===== src/sv/ttb_pkg.sv =====
package ttb_pkg;

  localparam int unsigned NORM_TOP = 30;

  // ctrl -> datapath commands
  typedef enum logic [3:0] {
    OP_NONE     = 4'd0,
    OP_STORE0   = 4'd1,
    OP_STORE1   = 4'd2,
    OP_DELTA    = 4'd3,
    OP_MUL      = 4'd4,
    OP_VEC      = 4'd5,
    OP_NORM_LD  = 4'd6,
    OP_SCALE    = 4'd7,
    OP_SUMSQ    = 4'd8,
    OP_SQRT     = 4'd9,
    OP_DIV_LD   = 4'd10,
    OP_DIV      = 4'd11,
    OP_DIV_ST   = 4'd12,
    OP_OUT      = 4'd13
  } op_e;

  typedef struct packed {
    op_e        op;
    logic       vsel;   // 0: tangent, 1: bitangent
    logic [1:0] comp;   // component index
  } cmd_t;

  typedef struct packed {
    logic det_zero;
    logic vec_zero;
  } stat_t;

endpackage


===== src/sv/ttb_ctrl.sv =====
module ttb_ctrl import ttb_pkg::*; #(
  parameter int unsigned OUT_FRAC_BITS = 14
) (
  input  logic  clk_i,
  input  logic  rst_ni,
  input  logic  in_valid_i,
  output logic  in_ready_o,
  output logic  out_valid_o,
  input  logic  out_ready_i,
  output logic  degenerate_o,
  output cmd_t  cmd_o,
  input  stat_t stat_i
);

  localparam int unsigned NW = NORM_TOP + OUT_FRAC_BITS + 1;

  localparam logic [3:0] S_IDLE = 4'd0, S_MUL = 4'd1, S_VEC = 4'd2, S_LD = 4'd3,
                         S_SCALE = 4'd4, S_SUMSQ = 4'd5, S_SQRT = 4'd6,
                         S_DLD = 4'd7, S_DIV = 4'd8, S_DST = 4'd9,
                         S_BAD = 4'd10, S_DONE = 4'd11;

  logic [3:0] st_q, st_d;
  logic [1:0] cnt_q, cnt_d;
  logic [1:0] comp_q, comp_d;
  logic       vsel_q, vsel_d;
  logic [5:0] it_q, it_d;
  logic       deg_q, deg_d;
  logic       ov_q, ov_d;
  logic       acc;

  // store beats never touch the waiting result; hold only the third beat
  assign in_ready_o = (st_q == S_IDLE) && !(ov_q && cnt_q == 2'd2);
  assign acc = in_valid_i && in_ready_o;

  always_comb begin
    st_d = st_q; cnt_d = cnt_q; comp_d = comp_q; vsel_d = vsel_q;
    it_d = it_q; deg_d = deg_q; ov_d = ov_q;
    cmd_o = '{op: OP_NONE, vsel: vsel_q, comp: comp_q};
    if (ov_q && out_ready_i) ov_d = 1'b0;
    unique case (st_q)
      S_IDLE: if (acc) begin
        unique case (cnt_q)
          2'd1: begin cmd_o.op = OP_STORE1; cnt_d = 2'd2; end
          2'd2: begin cmd_o.op = OP_DELTA; cnt_d = 2'd0; st_d = S_MUL; end
          default: begin cmd_o.op = OP_STORE0; cnt_d = 2'd1; end
        endcase
      end
      S_MUL: begin cmd_o.op = OP_MUL; st_d = S_VEC; end
      S_VEC: begin
        cmd_o.op = OP_VEC; vsel_d = 1'b0;
        st_d = stat_i.det_zero ? S_BAD : S_LD;
      end
      S_LD: begin cmd_o.op = OP_NORM_LD; st_d = S_SCALE; end
      S_SCALE: begin
        cmd_o.op = OP_SCALE; comp_d = 2'd0;
        st_d = stat_i.vec_zero ? S_BAD : S_SUMSQ;
      end
      S_SUMSQ: begin
        cmd_o.op = OP_SUMSQ;
        if (comp_q == 2'd2) begin comp_d = 2'd0; it_d = 6'd0; st_d = S_SQRT; end
        else comp_d = comp_q + 2'd1;
      end
      S_SQRT: begin
        cmd_o.op = OP_SQRT;
        if (it_q == 6'd31) st_d = S_DLD;
        it_d = it_q + 6'd1;
      end
      S_DLD: begin cmd_o.op = OP_DIV_LD; it_d = 6'd0; st_d = S_DIV; end
      S_DIV: begin
        cmd_o.op = OP_DIV;
        if (it_q == 6'(NW - 1)) st_d = S_DST;
        it_d = it_q + 6'd1;
      end
      S_DST: begin
        cmd_o.op = OP_DIV_ST;
        if (comp_q != 2'd2) begin comp_d = comp_q + 2'd1; st_d = S_DLD; end
        else if (!vsel_q) begin vsel_d = 1'b1; st_d = S_LD; end
        else begin deg_d = 1'b0; st_d = S_DONE; end
      end
      S_BAD: begin cmd_o.op = OP_OUT; deg_d = 1'b1; st_d = S_DONE; end
      S_DONE: begin ov_d = 1'b1; st_d = S_IDLE; end
      default: st_d = S_IDLE;
    endcase
  end

  always_ff @(posedge clk_i or negedge rst_ni) begin
    if (!rst_ni) begin
      st_q <= S_IDLE; cnt_q <= '0; comp_q <= '0; vsel_q <= 1'b0;
      it_q <= '0; deg_q <= 1'b0; ov_q <= 1'b0;
    end else begin
      st_q <= st_d; cnt_q <= cnt_d; comp_q <= comp_d; vsel_q <= vsel_d;
      it_q <= it_d; deg_q <= deg_d; ov_q <= ov_d;
    end
  end

  assign out_valid_o  = ov_q;
  assign degenerate_o = deg_q;

endmodule


===== config.mk =====
export PLATFORM = sky130hd
export DESIGN_NAME = ttb_ctrl
export DESIGN_NICKNAME = d
export VERILOG_FILES = /design/src/sv/ttb_pkg.sv /design/src/sv/ttb_ctrl.sv
export SDC_FILE = /design/constraint.sdc
export NUM_CORES = 1
export LEC_CHECK = 0
export ABC_AREA = 1
export BUFFER_PORTS_ARGS = -buffer_cell sky130_fd_sc_hd__buf_2
export CAP_MARGIN = 20
export CELL_PAD_IN_SITES_DETAIL_PLACEMENT = 1
export CELL_PAD_IN_SITES_GLOBAL_PLACEMENT = 1
export CORE_AREA = 8 8 46 84
export CTS_CLUSTER_DIAMETER = 100
export DETAILED_ROUTE_END_ITERATION = 6
export DIE_AREA = 0 0 54 92
export PLACE_DENSITY = 0.87
export SLEW_MARGIN = 20
export SYNTH_ARGS = -nofsm -noshare
export SYNTH_HDL_FRONTEND = slang
export SYNTH_SLANG_ARGS = --single-unit

===== constraint.sdc =====
create_clock -name clk_i -period 3.71 [get_ports clk_i]
set_input_delay 0.371 -clock clk_i [delete_from_list [all_inputs] [get_ports clk_i]]
set_output_delay 0.371 -clock clk_i [all_outputs]
set_load 0.02 [all_outputs]

Word level (Yosys, flattened, before mapping)
Cells that the tools add are included.
Widths: inputs -> output; s select.
- logic and storage cells: 78
- bits in registers: 17
- bits of input ports: 6
- output and inout bits: 10
- equality and inequality tests: 25
- add/sub/neg operators: 2
- reduce and logical (&&, ||, !) cells: 18
- multiplexer cells: 26
- operator list (kind ; number):
    $pmux 4 s11 ; 2
    $mux 4 ; 9
    $pmux 6 s3 ; 1
    $eq 4x3->1 const B ; 4
    $eq 4x4->1 const B ; 4
    $ne 2x2->1 const B ; 8
    $eq 4x2->1 const B ; 2
    $pmux 2 s2 ; 2
    $reduce_and 2->1 ; 4
    $add 6x1->6 const B ; 1
    $eq 6x5->1 const B ; 1
    $eq 6x6->1 const B ; 1
    $mux 2 ; 3
    $mux 6 ; 1
    $pmux 2 s3 ; 1
    $reduce_bool 2->1 ; 3
    $reduce_bool 3->1 ; 2
    $mux 1 ; 5
    $reduce_and 5->1 ; 1
    $eq 2x2->1 const B ; 2
    $eq 4x1->1 const B ; 1
    $logic_and 1x1->1 ; 4
    $logic_not 4->1 ; 1
    $pmux 1 s2 ; 2
    6 further kinds ; 6

Logic depth before layout (Yosys ltp)
Gate-level depths: netlist of run 1.
- depth after elaboration: 7
- depth in mapped cells: 9
- mapped depth without buffers: 9

Worst setup path after synthesis of run 1
Ideal clock, no wire load.
- path kind: register -> output
- start: register st_q[1]
- end: output port cmd_o[4] (netlist name)
- buffers on the path: 1
- data arrival time: 1.630 ns
- slack: 1.709 ns
- data required time: 3.339 ns
- cell stages (with the launch flop): 7
- cells stage by stage: dfrtp_1 -> buf_2 -> nor2_4 -> nand2_1 -> a21oi_2 -> nand2_1 -> o21ai_0
- RTL lines (element ; RTL line ; source):
    start, declared ; ttb_ctrl.sv:22 ; logic [3:0] st_q, st_d;
    start signal, assigned ; ttb_ctrl.sv:91 ; st_q <= st_d; cnt_q <= cnt_d; comp_q <= comp_d; vsel_q <= vsel_d;
    end, declared ; ttb_ctrl.sv:11 ; output cmd_t cmd_o,

==> results.md, run 1 <==
- Status: complete, no violations
- Max-cap violation count: 0
- Synthesized area per cell: 7.15 µm²
- Worst flop-to-flop path startpoint: st_q[3]
- Final Setup Violations: 0
- Fraction of registers with async set or reset after synthesis: 100%
- Dpl hpwl: 2620 µm
- Post-Synth XOR/XNOR Area: 2.34%
- Worst-margin pin slew: 474 ps
- DRC errors left: 0
- DR vias: 1114
- Met2 WL: 1730 µm
- Top routing layer used: met4
- Crit Path Class: reg2out
- Data arrival, critical path: 1800 ps
- CTS sink count: 17
- Vias/cell: 5.49
- Min cycle time layout: 2170 ps
- Share of layout cells above drive strength 1: 17.2%
- Die Wd: 54 µm
- CP endpoint kind: output port
- Setup_tns: 0 ps
- IO Port Bufs: 15
- Initial core utilization: 40.5%
- Netlist Area Pre-Place: 0.00112 mm²
- Ys flop type: dfrtp_1
- Simple-gate share of the synthesized area: 29.9%
- Worst skew pair latency: 260 ps
- Mux contribution to synthesized area: 0%
- Synth top cells by count: nand2_1 (43), inv_1 (21), dfrtp_1 (17), nor2_1 (17)
- First-pass GRT wire length: 5620 µm
- Critical path fanouts, max: 8
- Overflow after GRT: 0
- Metal3 WL: 154 µm
- # IOs: 16
- Leak Pwr: 0.648 nW
- Synth Area in Adders: 7.80%
- F_max: 0.461 GHz
- Seq/Total Area, Yosys: 37.9%
- P&R area growth vs syn: 12.9%
- Largest net degree at the start of global routing: 18
- Hold Violations, Final: 0
- Syn Nets: 170
- Initial DRC Count: 27
- # resized after CTS: 0
- Final core utilization: 45.8%
- Post-synth EDFFs: 0
- Hold crit path type: in2async
- Worst R2R Setup Slack: 2170 ps
- Yosys top cell area share: 37.9%
- Clk buf depth: 2
- Num CTS Buffers: 3
- Yosys reg bits: 17
- Fin crit share: 58.5%
- Cell accounting for the most synthesized area: dfrtp_1
- R2r endpoint: st_q[0]
- Top-count cell post-synth: nand2_1
- Max VDD drop: 0.000356 V
- Slew Limit Fails: 0
- Die Height: 92 µm
- Worst setup SP type: register
- Antenna viol nets, final: 0
- Clock skew: 4.42 ps
- GPL Wtd Cong: 0.928
- GRT Util Overall: 14.5%
- Synth Area in Compound Gates: 12.9%
- Worst R2R Path Depth: 8
- TritonCTS clock tree: built
- Post-synth cell types: 22
- Routed WL per cell: 16.1 µm
- Initial antenna violation count: 0
- Core area: 0.00277 mm²
- RSZ-0062 raised after global routing: no
- Slew margin rel.: 68.0%
- Antenna diodes: 0
- Clock root buffer: clkbuf_8
- # hold bufs at CTS: 0
- Postcts setup bufs: 0
- Fin nets: 188
- M1 wire length: 1190 µm
- Critical Path RT: 3340 ps
- Routed WL: 3260 µm
- Die ar.: 0.00497 mm²
- Synth warn: 0
- Drt pass-1 iters: 4
- Syn Inst Count: 157
- Synth top area cells: dfrtp_1 (38%), nand2_1 (14%), ha_1 (7.8%)
- CTS H-tree depth: 1
- Largest family of logic cells by synthesized area: simple AND/OR/NAND/NOR gates
- Rows: 27
- Clock transition at path regs: 70 ps
- Power Dens Cells: 807 mW/mm²
- Vias in the first global route: 1275
## per-stage QoR
step	hold slack (ps)	worst slack [ps]	area [µm²]	total power [mW]	cells
after floorplan	75.4	1710	1120	0.703	157
after global placement	311	1900	1220	0.853	199
after detailed placement	330	1810	1220	0.881	199
after CTS	51.6	1530	1270	1.03	203
after global routing	66.6	1350	1270	1.12	203
final	39.5	1540	1270	1.02	203
## worst max path at each step
stage                        from       end  slack, ps  depth (start not counted)
after floorplan           st_q[1]  cmd_o[4]       1710                          6
after global placement    st_q[3]  cmd_o[3]       1900                          8
after detailed placement  st_q[3]  cmd_o[3]       1810                          8
after CTS                 st_q[3]  cmd_o[3]       1530                          8
after global routing      st_q[3]  cmd_o[3]       1350                          8
final                     st_q[1]  cmd_o[4]       1540                          5
## routing by layer
metal / up-vias / global-route usage, %
li1: 536 / -
met1: 526 / 15.1
met2: 35 / 24.9
met3: 17 / 1.94
met4: 0 / 9.50
met5: - / 0
## state kept, by name, summed over array words and instances, names as in the netlist
| name | flops |
|---|---|
| it_q | 6 |
| st_q | 4 |
| cnt_q | 2 |
| comp_q | 2 |
| degenerate_o | 1 |
| out_valid_o | 1 |
| vsel_q | 1 |
## kinds of logic (layout without fill, tap and decap cells)
group	after synthesis	in the layout
buffers and inverters	26	43
xor gates and xnor gates	3	3
AOI/OAI and AO/OA	25	25
and+or+nand+nor	79	79
DFF	17	17
adders and majority gates	7	7
## worst max-delay path, cell delays in order (launching register included)
cell	delay, ps
dfrtp_1	550
nand2_1	190
o21ai_0	440
nor3_1	80
o21ai_0	90
buf_2	190
## power by group
group          switching, mW  total, mW  internal, mW
clock                 0.0704      0.145        0.0748
combinational          0.381      0.564         0.183
sequential            0.0704      0.314         0.244
total                  0.522       1.02         0.501
## placed cells by master (no fill, tap or decap), types with 2 or more instances in the layout
cell type	instances
a21oi_1	2
a21oi_2	2
buf_2	15
clkbuf_8	3
dfrtp_1	17
ha_1	7
inv_1	21
inv_2	3
nand2_1	43
nand3_1	10
nor2_1	17
nor2_2	3
nor3_1	4
o211ai_1	2
o21ai_0	10
o21ai_1	5
o22ai_1	3
xor2_1	2
## cell type report
class	count	area, µm²
fill	372	1500
inverter	24	90.1
sequential	17	425
timing repair buffer	15	75.1
tap	29	36.3
multi-input combinational	114	594
clock buffer	3	41.3
clock inverter	1	5.00
Note: power is estimated with default switching activity, not from simulation.
==> run 2: changes to the inputs <==
--- a/config.mk
+++ b/config.mk
@@ -10,11 +10,11 @@
 export CAP_MARGIN = 20
 export CELL_PAD_IN_SITES_DETAIL_PLACEMENT = 1
 export CELL_PAD_IN_SITES_GLOBAL_PLACEMENT = 1
-export CORE_AREA = 8 8 46 84
+export CORE_AREA = 8 8 47 86
 export CTS_CLUSTER_DIAMETER = 100
 export DETAILED_ROUTE_END_ITERATION = 6
-export DIE_AREA = 0 0 54 92
-export PLACE_DENSITY = 0.87
+export DIE_AREA = 0 0 55 94
+export PLACE_DENSITY = 0.84
 export SLEW_MARGIN = 20
 export SYNTH_ARGS = -nofsm -noshare
 export SYNTH_HDL_FRONTEND = slang
==> constraint.sdc (replaced) <==
create_clock -name clk_i -period 2.05 [get_ports clk_i]
set_input_delay 0.205 -clock clk_i [delete_from_list [all_inputs] [get_ports clk_i]]
set_output_delay 0.205 -clock clk_i [all_outputs]
set_load 0.02 [all_outputs]
==> results.md, run 2 (synthesis results as in run 1) <==
- TritonCTS clock tree: built
- Initial core utilization: 38.1% (-2.4 points)
- Worst path max stage delay: 470 ps (-80 ps)
- Pre-CTS setup slack: 324 ps (-1490 ps)
- Worst setup SP type: register
- Hold crit path type: in2reg
- Met1 Use GR: 13.2% (-2.0 points)
- F_max: 0.535 GHz
- DRC errors left: 0 (unchanged)
- IO Port Bufs: 15 (unchanged)
- Crit path max-delay family: simple AND/OR/NAND/NOR gates
- Critical Path RT: 1850 ps (-1490 ps)
- CP Cell Sequence: nor2_4 -> nand2_1 -> a21oi_2 -> nand2_1 -> nor2_2 -> nor2_1 -> nand2_1 -> buf_2
- Clock skew: 0.870 ps (-3.55 ps)
- Worst-margin pin slew: 442 ps (-32.2 ps)
- Clock root buffer: clkbuf_8
- Busiest layer in global routing: met2
- GPL Wtd Cong: 0.898 (-3.2%)
- Hold Violations, Final: 0 (unchanged)
- Die Wd: 55 µm (+1.9%)
- Setup_tns: 0 ps (unchanged)
- Dpl hpwl: 2700 µm (+3.1%)
- Num CTS Buffers: 3 (unchanged)
- Slew margin rel.: 70.3% (+2.3 points)
- Slew Limit Fails: 0 (unchanged)
- Routed WL: 3270 µm (+0.25%)
- Data arrival, critical path: 1670 ps (-130 ps)
- Finished Layout Cells: 205 (+0.99%)
- Max-cap violation count: 0 (unchanged)
- Most common cell after layout, fill and taps aside: nand2_1
- Power Dens Cells: 1460 mW/mm² (+81%)
- CTS sink count: 17 (unchanged)
- Most frequent cells in the layout: nand2_1 (43), inv_1 (21), nor2_1 (15), buf_2 (15), dfrtp_1 (14)
- GRT Util Overall: 14.4% (-0.12 points)
- First-pass GRT wire length: 5620 µm (unchanged)
- Critical path fanouts, max: 8 (unchanged)
- Fill cells: 390 (+4.8%)
- # IOs: 16 (unchanged)
- Antenna viol nets, final: 0 (unchanged)
- Die Height: 94 µm (+2.2%)
- Tot Pwr: 1.88 mW (+84%)
- M2 GR Usage: 26.1% (+1.2 points)
- Rows: 28 (+3.7%)
- Leak Pwr: 0.647 nW (-0.15%)
- Fin crit share: 91.3%
- Largest register FFs: 6 (unchanged)
- Buffers & Inverters on Critical Path: 1 (unchanged)
- Antenna diodes: 0 (unchanged)
- Clock transition at path regs: 70 ps (about the same)
- CTS H-tree depth: 1 (unchanged)
- Crit Path Class: reg2out
- Clk buf depth: 2 (unchanged)
- Top flop regs: it_q: 6 flops, st_q: 4 flops
- Met3 usage: 2.70% (+0.76 points)
- Largest net degree at the start of global routing: 18 (unchanged)
- Largest register by flop count: it_q
- Most common cell on crit path: nand2_1
- Vias in the first global route: 1240 (-2.7%)
- Drt pass-1 iters: 4 (unchanged)
- Initial antenna violation count: 0 (unchanged)
- DR vias: 1111 (-0.27%)
- Area of the multi-input gates: 604 µm² (+1.7%)
- Core area: 0.00294 mm² (+6.2%)
- Setup ws final: 179 ps (-1360 ps)
- Routed WL per cell: 16.0 µm (-0.73%)
- Vias/cell: 5.42 (-1.2%)
- Overflow after GRT: 0 (unchanged)
- Final Setup Violations: 0 (unchanged)
- FF+latch area: 429 µm² (+0.88%)
- P&R area growth vs syn: 15.1%
- Slowest cell on the critical path: dfrtp_2
- Fin nets: 189 (+0.53%)
- CP endpoint kind: output port
- Worst skew pair latency: 250 ps (about the same)
- RSZ-0062 raised after global routing: no
- Post-Place Cells: 200 (+0.50%)
- Initial DRC Count: 16 (-41%)
- Min cycle time layout: 1870 ps
- Status: complete, no violations
- Max VDD drop: 0.000396 V (+11%)
- Die ar.: 0.00517 mm² (+4.1%)
- Share of layout cells above drive strength 1: 19.4% (+2.2 points)
## run 2: cell count changes in the layout (fill, tap and decap cells not counted), sizes merged
cell | previous run | this run
dlygate4sd3 | 0 | 1
clkbuf | 3 | 4
clkinv | 1 | 0
## run 2: worst paths after layout
kind,depth (start not counted),slack (ps),end,start
setup / recovery,8,180,cmd_o[3],st_q[1]
hold / removal,2,140,out_valid_o,out_ready_i
setup reg to reg,7,490,it_q[3],st_q[3]
hold reg to reg,2,540,degenerate_o,degenerate_o
max in group asynchronous,2,1330,st_q[3],rst_ni
min in group asynchronous,2,400,it_q[3],rst_ni
## run 2: worst reg2reg max path, cell delays in order (launching register included)
cell	delay (ps)
dfrtp_2	450
inv_2	90
nand2_1	190
nor2_2	240
nand2_1	130
nand2_1	170
inv_2	70
o22ai_1	130
## run 2: report_power, final
group	switching, mW	leakage (nW)	internal, mW
clock network	0.120	0.0228	0.138
registers	0.132	0.216	0.447
logic	0.703	0.408	0.342
total	0.954	0.647	0.927
## run 2: layout make-up
cell class,count,area share [%]
Clock buffer,4,3.49
Inverter,24,6.98
Multi-Input combinational cell,114,46.8
Sequential cell,17,33.2
Tap cell,30,2.91
Timing Repair Buffer,16,6.59
## run 2: timing repair
item	4_1_cts	5_1_grt
hold buffers	1	0
buffers inserted	0	0
endpoints found under the setup margin	0	2
hold endpoints to repair	17	0
gates resized for setup	0	7
## run 2: layer usage
| layer | vias to the layer above | share of wire [%] |
|---|---|---|
| met5 | - | 0 |
| met4 | 0 | 4.6 |
| met3 | 13 | 4.0 |
| met2 | 30 | 57 |
| met1 | 535 | 35 |
| li1 | 533 | - |
## run 2: per-stage QoR
| stage | utilization, % | area (µm²) | hold WS, ps |
|---|---|---|---|
| 3_3_place_gp | 41.5 | 1220 | 152 |
| 5_1_grt | 43.9 | 1290 | 145 |
| 3_5_place_dp | 41.5 | 1220 | 158 |
| 4_1_cts | 43.4 | 1280 | 139 |
| 6_report | 43.9 | 1290 | 138 |
| 2_1_floorplan | - | 1120 | -90.6 |
